$ cat src/sv/mtrs_pkg.sv
`timescale 1ns / 1ps
// Package for the transition-count table with weighted successor draw.
// Holds sizes, status and operation codes, and the payload and table entry types.
// No dependencies.
package mtrs_pkg;

   localparam int TableEntries = 16;
   localparam int IdBits       = 16;
   localparam int RandBits     = 16;
   localparam int CountBits    = 24;

   // Widths of the port fields.
   localparam int IdFieldBits   = 16;
   localparam int RandFieldBits = 16;
   localparam int StatusBits    = 2;

   localparam int IdxBits  = $clog2(TableEntries);
   localparam int FillBits = $clog2(TableEntries + 1);
   localparam int SumBits  = CountBits + IdxBits;
   localparam int ProdBits = SumBits + RandBits;

   localparam logic [CountBits-1:0] CountMax = '1;

   localparam logic FuncRecord = 1'b0;
   localparam logic FuncDraw   = 1'b1;

   localparam logic [StatusBits-1:0] StatusOk    = 2'd0;
   localparam logic [StatusBits-1:0] StatusEmpty = 2'd1;
   localparam logic [StatusBits-1:0] StatusFull  = 2'd2;
   localparam logic [StatusBits-1:0] StatusSat   = 2'd3;

   typedef struct packed {
      logic                     func;
      logic [IdFieldBits-1:0]   target_id;
      logic [RandFieldBits-1:0] random_fraction;
   } req_type;

   typedef struct packed {
      logic [IdFieldBits-1:0] chosen_id;
      logic [StatusBits-1:0]  status;
   } rsp_type;

   typedef struct packed {
      logic [IdBits-1:0]    key;
      logic [CountBits-1:0] count;
   } entry_type;

endpackage

$ cat src/sv/markov_transition_roulette_select.sv
`timescale 1ns / 1ps
// A draw walks the held entries in order until the weighted pick; a record goes through
// scan, shift of the sorted table and place (scan alone for an id already held or a full
// table). Either loads its result once the output register is free.
// Throughput: one item at a time; the next transfer is taken the cycle after the result
// is loaded. One entry per cycle through the table RAM during scan, shift and draw.
// Reset: synchronous; the table is empty (fill count zero), no result pending.
// Table RAM contents need no reset: only entries below the fill count are read.
// Transition-count table kept sorted by id in a RAM, with a weighted successor draw.
// Depends on mtrs_pkg.
module markov_transition_roulette_select (
   input  logic             clock,
   input  logic             reset,
   input  logic             req_valid,
   output logic             req_ready,
   input  mtrs_pkg::req_type req_data,
   output logic             rsp_valid,
   input  logic             rsp_ready,
   output mtrs_pkg::rsp_type rsp_data
);

   localparam logic [2:0] S_IDLE  = 3'd0;
   localparam logic [2:0] S_SCAN  = 3'd1;
   localparam logic [2:0] S_SHIFT = 3'd2;
   localparam logic [2:0] S_PLACE = 3'd3;
   localparam logic [2:0] S_DRAW  = 3'd4;
   localparam logic [2:0] S_DONE  = 3'd5;

   logic [2:0] state_ff, state_in;

   logic [mtrs_pkg::IdBits-1:0]     id_ff, id_in;
   logic [mtrs_pkg::ProdBits-1:0]   product_ff, product_in;
   logic [mtrs_pkg::FillBits-1:0]   fill_ff, fill_in;
   logic [mtrs_pkg::SumBits-1:0]    sum_ff, sum_in;
   logic [mtrs_pkg::FillBits-1:0]   rd_idx_ff, rd_idx_in;
   logic                            chk_valid_ff, chk_valid_in;
   logic [mtrs_pkg::IdxBits-1:0]    chk_idx_ff, chk_idx_in;
   logic [mtrs_pkg::IdxBits-1:0]    pos_ff, pos_in;
   logic [mtrs_pkg::FillBits-1:0]   src_ff, src_in;
   logic [mtrs_pkg::SumBits-1:0]    prefix_ff, prefix_in;
   logic [mtrs_pkg::IdBits-1:0]     chosen_ff, chosen_in;
   logic [mtrs_pkg::StatusBits-1:0] status_ff, status_in;
   logic                            rsp_valid_ff, rsp_valid_in;
   mtrs_pkg::rsp_type               rsp_data_ff, rsp_data_in;

   // Table RAM, kept sorted by key over entries [0, fill).
   mtrs_pkg::entry_type mem [mtrs_pkg::TableEntries];
   mtrs_pkg::entry_type rd_data_ff;
   mtrs_pkg::entry_type wr_data;
   logic                         rd_en, wr_en;
   logic [mtrs_pkg::IdxBits-1:0] rd_addr, wr_addr;

   logic [mtrs_pkg::RandBits-1:0] rand_u;
   logic [mtrs_pkg::SumBits-1:0]  prefix_next;
   logic                          draw_hit;
   logic                          table_full;

   assign req_ready = (state_ff == S_IDLE);
   assign rsp_valid = rsp_valid_ff;
   assign rsp_data  = rsp_data_ff;

   assign rand_u      = mtrs_pkg::RandBits'(req_data.random_fraction);
   assign prefix_next = prefix_ff + mtrs_pkg::SumBits'(rd_data_ff.count);
   assign draw_hit    = chk_valid_ff &&
                        ({prefix_next, {mtrs_pkg::RandBits{1'b0}}} >= product_ff);
   assign table_full  = (fill_ff == mtrs_pkg::FillBits'(mtrs_pkg::TableEntries));

   always_ff @(posedge clock) begin
      if (rd_en) begin
         rd_data_ff <= mem[rd_addr];
      end
   end

   always_ff @(posedge clock) begin
      if (wr_en) begin
         mem[wr_addr] <= wr_data;
      end
   end

   always_comb begin
      state_in     = state_ff;
      id_in        = id_ff;
      product_in   = product_ff;
      fill_in      = fill_ff;
      sum_in       = sum_ff;
      rd_idx_in    = rd_idx_ff;
      chk_valid_in = chk_valid_ff;
      chk_idx_in   = chk_idx_ff;
      pos_in       = pos_ff;
      src_in       = src_ff;
      prefix_in    = prefix_ff;
      chosen_in    = chosen_ff;
      status_in    = status_ff;
      rsp_valid_in = rsp_valid_ff && !rsp_ready;
      rsp_data_in  = rsp_data_ff;
      rd_en        = 1'b0;
      rd_addr      = rd_idx_ff[mtrs_pkg::IdxBits-1:0];
      wr_en        = 1'b0;
      wr_addr      = chk_idx_ff;
      wr_data      = rd_data_ff;

      unique case (state_ff)
         S_IDLE: begin
            if (req_valid) begin
               id_in        = mtrs_pkg::IdBits'(req_data.target_id);
               product_in   = mtrs_pkg::ProdBits'(rand_u) * mtrs_pkg::ProdBits'(sum_ff);
               rd_idx_in    = '0;
               chk_valid_in = 1'b0;
               prefix_in    = '0;
               chosen_in    = '0;
               status_in    = mtrs_pkg::StatusOk;
               if (req_data.func == mtrs_pkg::FuncDraw) begin
                  if (fill_ff == '0) begin
                     status_in = mtrs_pkg::StatusEmpty;
                     state_in  = S_DONE;
                  end else begin
                     state_in = S_DRAW;
                  end
               end else begin
                  state_in = S_SCAN;
               end
            end
         end

         S_SCAN: begin
            if (chk_valid_ff && rd_data_ff.key == id_ff) begin
               // Existing id: bump its count unless it is pegged.
               if (rd_data_ff.count == mtrs_pkg::CountMax) begin
                  status_in = mtrs_pkg::StatusSat;
               end else begin
                  wr_en         = 1'b1;
                  wr_addr       = chk_idx_ff;
                  wr_data.key   = rd_data_ff.key;
                  wr_data.count = rd_data_ff.count + 1'b1;
                  sum_in        = sum_ff + 1'b1;
               end
               state_in = S_DONE;
            end else if ((chk_valid_ff && rd_data_ff.key > id_ff) ||
                         (!chk_valid_ff && rd_idx_ff == fill_ff)) begin
               // Insertion point found: first larger key, or end of table.
               if (table_full) begin
                  status_in = mtrs_pkg::StatusFull;
                  state_in  = S_DONE;
               end else begin
                  pos_in       = chk_valid_ff ? chk_idx_ff
                                              : fill_ff[mtrs_pkg::IdxBits-1:0];
                  src_in       = fill_ff;
                  chk_valid_in = 1'b0;
                  state_in     = S_SHIFT;
               end
            end else if (rd_idx_ff < fill_ff) begin
               rd_en        = 1'b1;
               rd_addr      = rd_idx_ff[mtrs_pkg::IdxBits-1:0];
               chk_idx_in   = rd_idx_ff[mtrs_pkg::IdxBits-1:0];
               chk_valid_in = 1'b1;
               rd_idx_in    = rd_idx_ff + 1'b1;
            end else begin
               chk_valid_in = 1'b0;
            end
         end

         S_SHIFT: begin
            // Move entries [pos, fill) up by one, top first; read one, write the last.
            if (chk_valid_ff) begin
               wr_en   = 1'b1;
               wr_addr = chk_idx_ff + 1'b1;
               wr_data = rd_data_ff;
            end
            if (src_ff > mtrs_pkg::FillBits'(pos_ff)) begin
               rd_en        = 1'b1;
               rd_addr      = mtrs_pkg::IdxBits'(src_ff - 1'b1);
               chk_idx_in   = mtrs_pkg::IdxBits'(src_ff - 1'b1);
               chk_valid_in = 1'b1;
               src_in       = src_ff - 1'b1;
            end else begin
               chk_valid_in = 1'b0;
               state_in     = S_PLACE;
            end
         end

         S_PLACE: begin
            wr_en         = 1'b1;
            wr_addr       = pos_ff;
            wr_data.key   = id_ff;
            wr_data.count = mtrs_pkg::CountBits'(1);
            fill_in       = fill_ff + 1'b1;
            sum_in        = sum_ff + 1'b1;
            state_in      = S_DONE;
         end

         S_DRAW: begin
            if (draw_hit) begin
               chosen_in = rd_data_ff.key;
               state_in  = S_DONE;
            end else begin
               if (chk_valid_ff) begin
                  prefix_in = prefix_next;
               end
               if (rd_idx_ff < fill_ff) begin
                  rd_en        = 1'b1;
                  rd_addr      = rd_idx_ff[mtrs_pkg::IdxBits-1:0];
                  chk_valid_in = 1'b1;
                  rd_idx_in    = rd_idx_ff + 1'b1;
               end else if (!chk_valid_ff) begin
                  state_in = S_DONE;
               end else begin
                  chk_valid_in = 1'b0;
               end
            end
         end

         S_DONE: begin
            // Hold until the output register is free.
            if (!rsp_valid_ff || rsp_ready) begin
               rsp_data_in.chosen_id = mtrs_pkg::IdFieldBits'(chosen_ff);
               rsp_data_in.status    = status_ff;
               rsp_valid_in          = 1'b1;
               state_in              = S_IDLE;
            end
         end

         default: begin
            state_in = S_IDLE;
         end
      endcase
   end

   always_ff @(posedge clock) begin
      if (reset) begin
         state_ff     <= S_IDLE;
         fill_ff      <= '0;
         sum_ff       <= '0;
         chk_valid_ff <= 1'b0;
         rsp_valid_ff <= 1'b0;
      end else begin
         state_ff     <= state_in;
         fill_ff      <= fill_in;
         sum_ff       <= sum_in;
         chk_valid_ff <= chk_valid_in;
         rsp_valid_ff <= rsp_valid_in;
      end
   end

   always_ff @(posedge clock) begin
      id_ff       <= id_in;
      product_ff  <= product_in;
      rd_idx_ff   <= rd_idx_in;
      chk_idx_ff  <= chk_idx_in;
      pos_ff      <= pos_in;
      src_ff      <= src_in;
      prefix_ff   <= prefix_in;
      chosen_ff   <= chosen_in;
      status_ff   <= status_in;
      rsp_data_ff <= rsp_data_in;
   end

   a_fill_bound: assert property (@(posedge clock) disable iff (reset)
      fill_ff <= mtrs_pkg::FillBits'(mtrs_pkg::TableEntries))
      else $error("fill count beyond table size");

   a_sum_covers_fill: assert property (@(posedge clock) disable iff (reset)
      sum_ff >= mtrs_pkg::SumBits'(fill_ff))
      else $error("total count below number of entries");

   a_rsp_from_done: assert property (@(posedge clock) disable iff (reset)
      !rsp_valid_ff ##1 rsp_valid_ff |-> $past(state_ff) == S_DONE)
      else $error("result loaded outside completion state");

   a_write_in_update: assert property (@(posedge clock) disable iff (reset)
      wr_en |-> (state_ff == S_SCAN || state_ff == S_SHIFT || state_ff == S_PLACE))
      else $error("table write outside record path");

   a_fill_grows_by_place: assert property (@(posedge clock) disable iff (reset)
      fill_ff != $past(fill_ff) |-> $past(state_ff) == S_PLACE)
      else $error("fill count changed outside insertion");

endmodule
$ cat config.mk
export PLATFORM = sky130hd
export DESIGN_NAME = markov_transition_roulette_select
export DESIGN_NICKNAME = d
export VERILOG_FILES = /design/src/sv/mtrs_pkg.sv /design/src/sv/markov_transition_roulette_select.sv
export SDC_FILE = /design/constraint.sdc
export NUM_CORES = 2
export LEC_CHECK = 0
export BUFFER_PORTS_ARGS = -buffer_cell sky130_fd_sc_hd__buf_2
export CAP_MARGIN = 5
export CORE_MARGIN = 3
export CORE_UTILIZATION = 35
export DETAILED_ROUTE_END_ITERATION = 7
export GPL_TIMING_DRIVEN = 0
export PLACE_DENSITY = 0.59
export SLEW_MARGIN = 20
export SYNTH_ARGS = -nofsm -noshare
export SYNTH_HDL_FRONTEND = slang
export SYNTH_SLANG_ARGS = --single-unit
$ cat constraint.sdc
create_clock -name clock -period 9.1 [get_ports clock]
set_clock_uncertainty 0.15 [all_clocks]
set_input_delay 1.82 -clock clock [delete_from_list [all_inputs] [get_ports clock]]
set_output_delay 1.82 -clock clock [all_outputs]
set_load 0.03 [all_outputs]
==> metrics.txt <==
1st-iter DRT viols=2673; cell-internal power=8.95 mW; cell count after synthesis=3953; Final nets=4728; clock power share=0.260; critical path class=input port to flop; class of the worst hold path=flop to flop; startpoint types=input port; Area growth syn-to-layout=13.2%; Pins Over Slew Limit=0; unrepaired setup endpoints after global routing=no; Die W=383 µm; pin count of the biggest net entering global routing=45; final WL=129000 µm; die height=383 µm; first-pass GRT wire length=just under 200000 µm; synth unique cells=62; critical path capture point type=flop; htree depth=3; met2 Usage GRT=0.287; Hold WS=0.272 ns; met1 usage=0.248; Routed Antenna Nets=0; Setup Viol. Count Final=0; setup bufs post-CTS=0; Worst EP required=9.31 ns; I/O Pins=57; gpl congestion=0.848; hpwl dp=roughly 95000 µm; Seq cells post-synth=860; CTS clk-pin slew, worst paths=roughly 0.060 ns; post-layout min period=approximately 8.8 ns; Core ar.=0.140 mm²; clock sinks=860; vias in the first global route=31400; Buffers on Ports=39; Async SR Flop Fraction=0; post-DR wirelength/cell=21.3 µm; worst slew pin tran=1.10 ns; period utilisation layout=0.966; IR drop worst, VDD=193 µV; synth warn=0; combinational share of power=0.336; pwr dens=245 mW/mm²; crit path DAT=9.01 ns; busiest grt layer=met2; CTS buffer count=89; Skew-Pair Late Insertion Delay=0.66 ns; GR Util All Layers=0.177; PostCTS Resize Cnt=0; sequential share of the synthesized area=0.511; First-pass DRT Iterations=5; Pleak=approximately 23 nW; Initial Util=0.354; synthesized cell area=~0.050 mm²; gr ovfl total=0; share of layout cells above drive strength 1=0.0659; via count=between 30000 and 40000; number of enable flip-flop cells after synthesis=822; CTS tree=yes; CP max FO=10; area of the die=0.147 mm²; cts hold-fix bufs=0; sequential share of power=0.404; switching share of power=0.352; Max Clk Rate=0.114 GHz; overall power=13.8 mW; initial antenna violation count=4; ANT cells=0; R2R Setup Slk=1.24 ns; pre-CTS WS=-0.374 ns; NetSw=4.86 mW; top_reg_cell synth=edfxtp_1; GR Util met3=0.0252; Syn Area/Cell=12.6 µm²; final hold vios=0; vias per inst=5.11; Mapped Nets=4553; DRC=0; CTS Root Buffer Type=clkbuf_16; status=complete, no violations; final setup margin=0.307 ns; worst relative slew slack=0.260; max_cap viols=0; Max clock buf depth=3; Cell Rows=137
-- cell type report --
class / instances / area, µm²
fill: 13100 / 84100
sequential: 860 / 25400
multi-input combinational: 2429 / 22000
clock buffer: 118 / 2400
tap: 1876 / 2350
inverter: 470 / 1770
timing repair buffer: 84 / 1170
buffer: 194 / 766
clock inverter: 46 / 494
-- cell usage after synthesis, types with 10 or more instances --
cell type,n,area share
edfxtp_1,822,0.50
inv_1,469,0.035
fa_1,363,0.15
nand2_1,362,0.027
mux2i_1,328,0.066
and2_1,235,0.030
ha_1,200,0.050
o22ai_1,167,0.021
clkbuf_1,154,0.012
nor2_1,124,0.0094
a21oi_1,93,0.0094
o21ai_0,75,0.0075
xnor2_1,70,0.012
a21o_1,53,0.0080
xor2_1,47,0.0083
or4_1,43,0.0065
dfxtp_1,38,0.015
nand3_1,35,0.0035
buf_2,30,0.0030
nand4_1,27,0.0034
nor3_1,25,0.0025
and3_1,24,0.0030
nor2b_1,14,0.0018
nand2b_1,12,0.0015
o21a_1,12,0.0018
buf_1,10,0.00075
or3_1,10,0.0013
-- critical path: stages --
cell and delay [ns]:
clkbuf_1 0.70, clkbuf_1 0.55, nand2_1 0.16, fa_1 0.57
inv_1 0.06, fa_1 0.56, fa_1 0.43, fa_1 0.45
fa_1 0.48, inv_1 0.05, fa_1 0.52, inv_1 0.06
ha_1 0.34, and3_1 0.20, and3_1 0.19, a22oi_1 0.16
a21oi_1 0.19, o21ai_0 0.54, a21oi_1 0.19, o21ai_0 0.39
o21ai_0 0.18, xnor2_1 0.16
-- state kept, by name, indices dropped and copies added, names as in the netlist --
register and flops:
chosen_ff 16, fill_ff 5, state_ff 3, id_ff 16, chk_idx_ff 4, src_ff 5, pos_ff 4, mem 640
product_ff 44, rsp_data 18, status_ff 2, chk_valid_ff 1, rsp_valid 1, rd_data_ff 40, sum_ff 28, prefix_ff 28
rd_idx_ff 5
-- path summary, 6_finish.rpt --
kind / end / cells past startpoint / startpoint
setup / recovery: product_ff[43]$_DFFE_PP_ / 22 / req_data[10]
setup reg to reg: product_ff[43]$_DFFE_PP_ / 22 / sum_ff[17]$_SDFFE_PP0P_
hold / removal: rsp_data[11]$_DFFE_PP_ / 0 / chosen_ff[9]$_SDFFCE_PN0P_
hold reg to reg: rsp_data[11]$_DFFE_PP_ / 0 / chosen_ff[9]$_SDFFCE_PN0P_
-- per-layer routing --
layer / up-vias / wire [µm]
met5: - / 11
met4: 2 / 3520
met3: 185 / 8820
met2: 1065 / 60700
met1: 15700 / 56200
li1: 14100 / -
-- cells by family after synthesis --
logic type,Yosys count,synth area share
fa+ha+maj,563,0.196
xor+xnor,117,0.0206
mux,332,0.0669
buf+inv,664,0.0508
flops,860,0.511
compound gates,474,0.0596
simple gates,943,0.0944
-- per-stage QoR --
step	instance area (µm²)	std cells	util	TNS, ns
floorplan	49800	3953	-	0
global placement	52300	5868	0.373	-1.53
detailed placement	53400	5913	0.381	-1.42
CTS	56300	6077	0.401	0
global route	56300	6077	0.401	0
finish	56300	6077	0.401	0
-- placed cells by master, fill, tap and decap left out, types with 10 or more instances in the layout --
cell | Yosys | layout
fa_1 | 363 | 363
or4_1 | 43 | 43
xor2_1 | 47 | 47
dfxtp_1 | 38 | 38
nor3_1 | 25 | 24
o21a_1 | 12 | 12
clkinv_1 | 1 | 19
and3_1 | 24 | 24
nand2b_1 | 12 | 12
and2_1 | 235 | 235
o21ai_0 | 75 | 56
nand4_1 | 27 | 27
buf_16 | 0 | 23
nand2_1 | 362 | 362
or3_1 | 10 | 10
buf_2 | 30 | 69
inv_1 | 469 | 468
o21ai_1 | 0 | 16
ha_1 | 200 | 200
a21o_1 | 53 | 52
nor2_4 | 0 | 16
o22ai_1 | 167 | 167
xnor2_1 | 70 | 70
a21oi_1 | 93 | 92
clkbuf_16 | 0 | 89
buf_1 | 10 | 10
nor2_1 | 124 | 108
nor2b_1 | 14 | 13
buf_12 | 0 | 14
mux2i_1 | 328 | 328
nand3_1 | 35 | 35
edfxtp_1 | 822 | 822
clkbuf_1 | 154 | 177
-- power by group through the flow --
stage	clock network [mW]	registers (mW)	logic (mW)
after global placement	0	5.69	4.42
after global routing	3.82	5.60	5.09
after detailed placement	0	5.65	4.62
after CTS	3.65	5.57	4.66
final	3.59	5.57	4.64
after floorplan	0	5.51	3.06
Note: power is estimated with default switching activity, not from simulation.
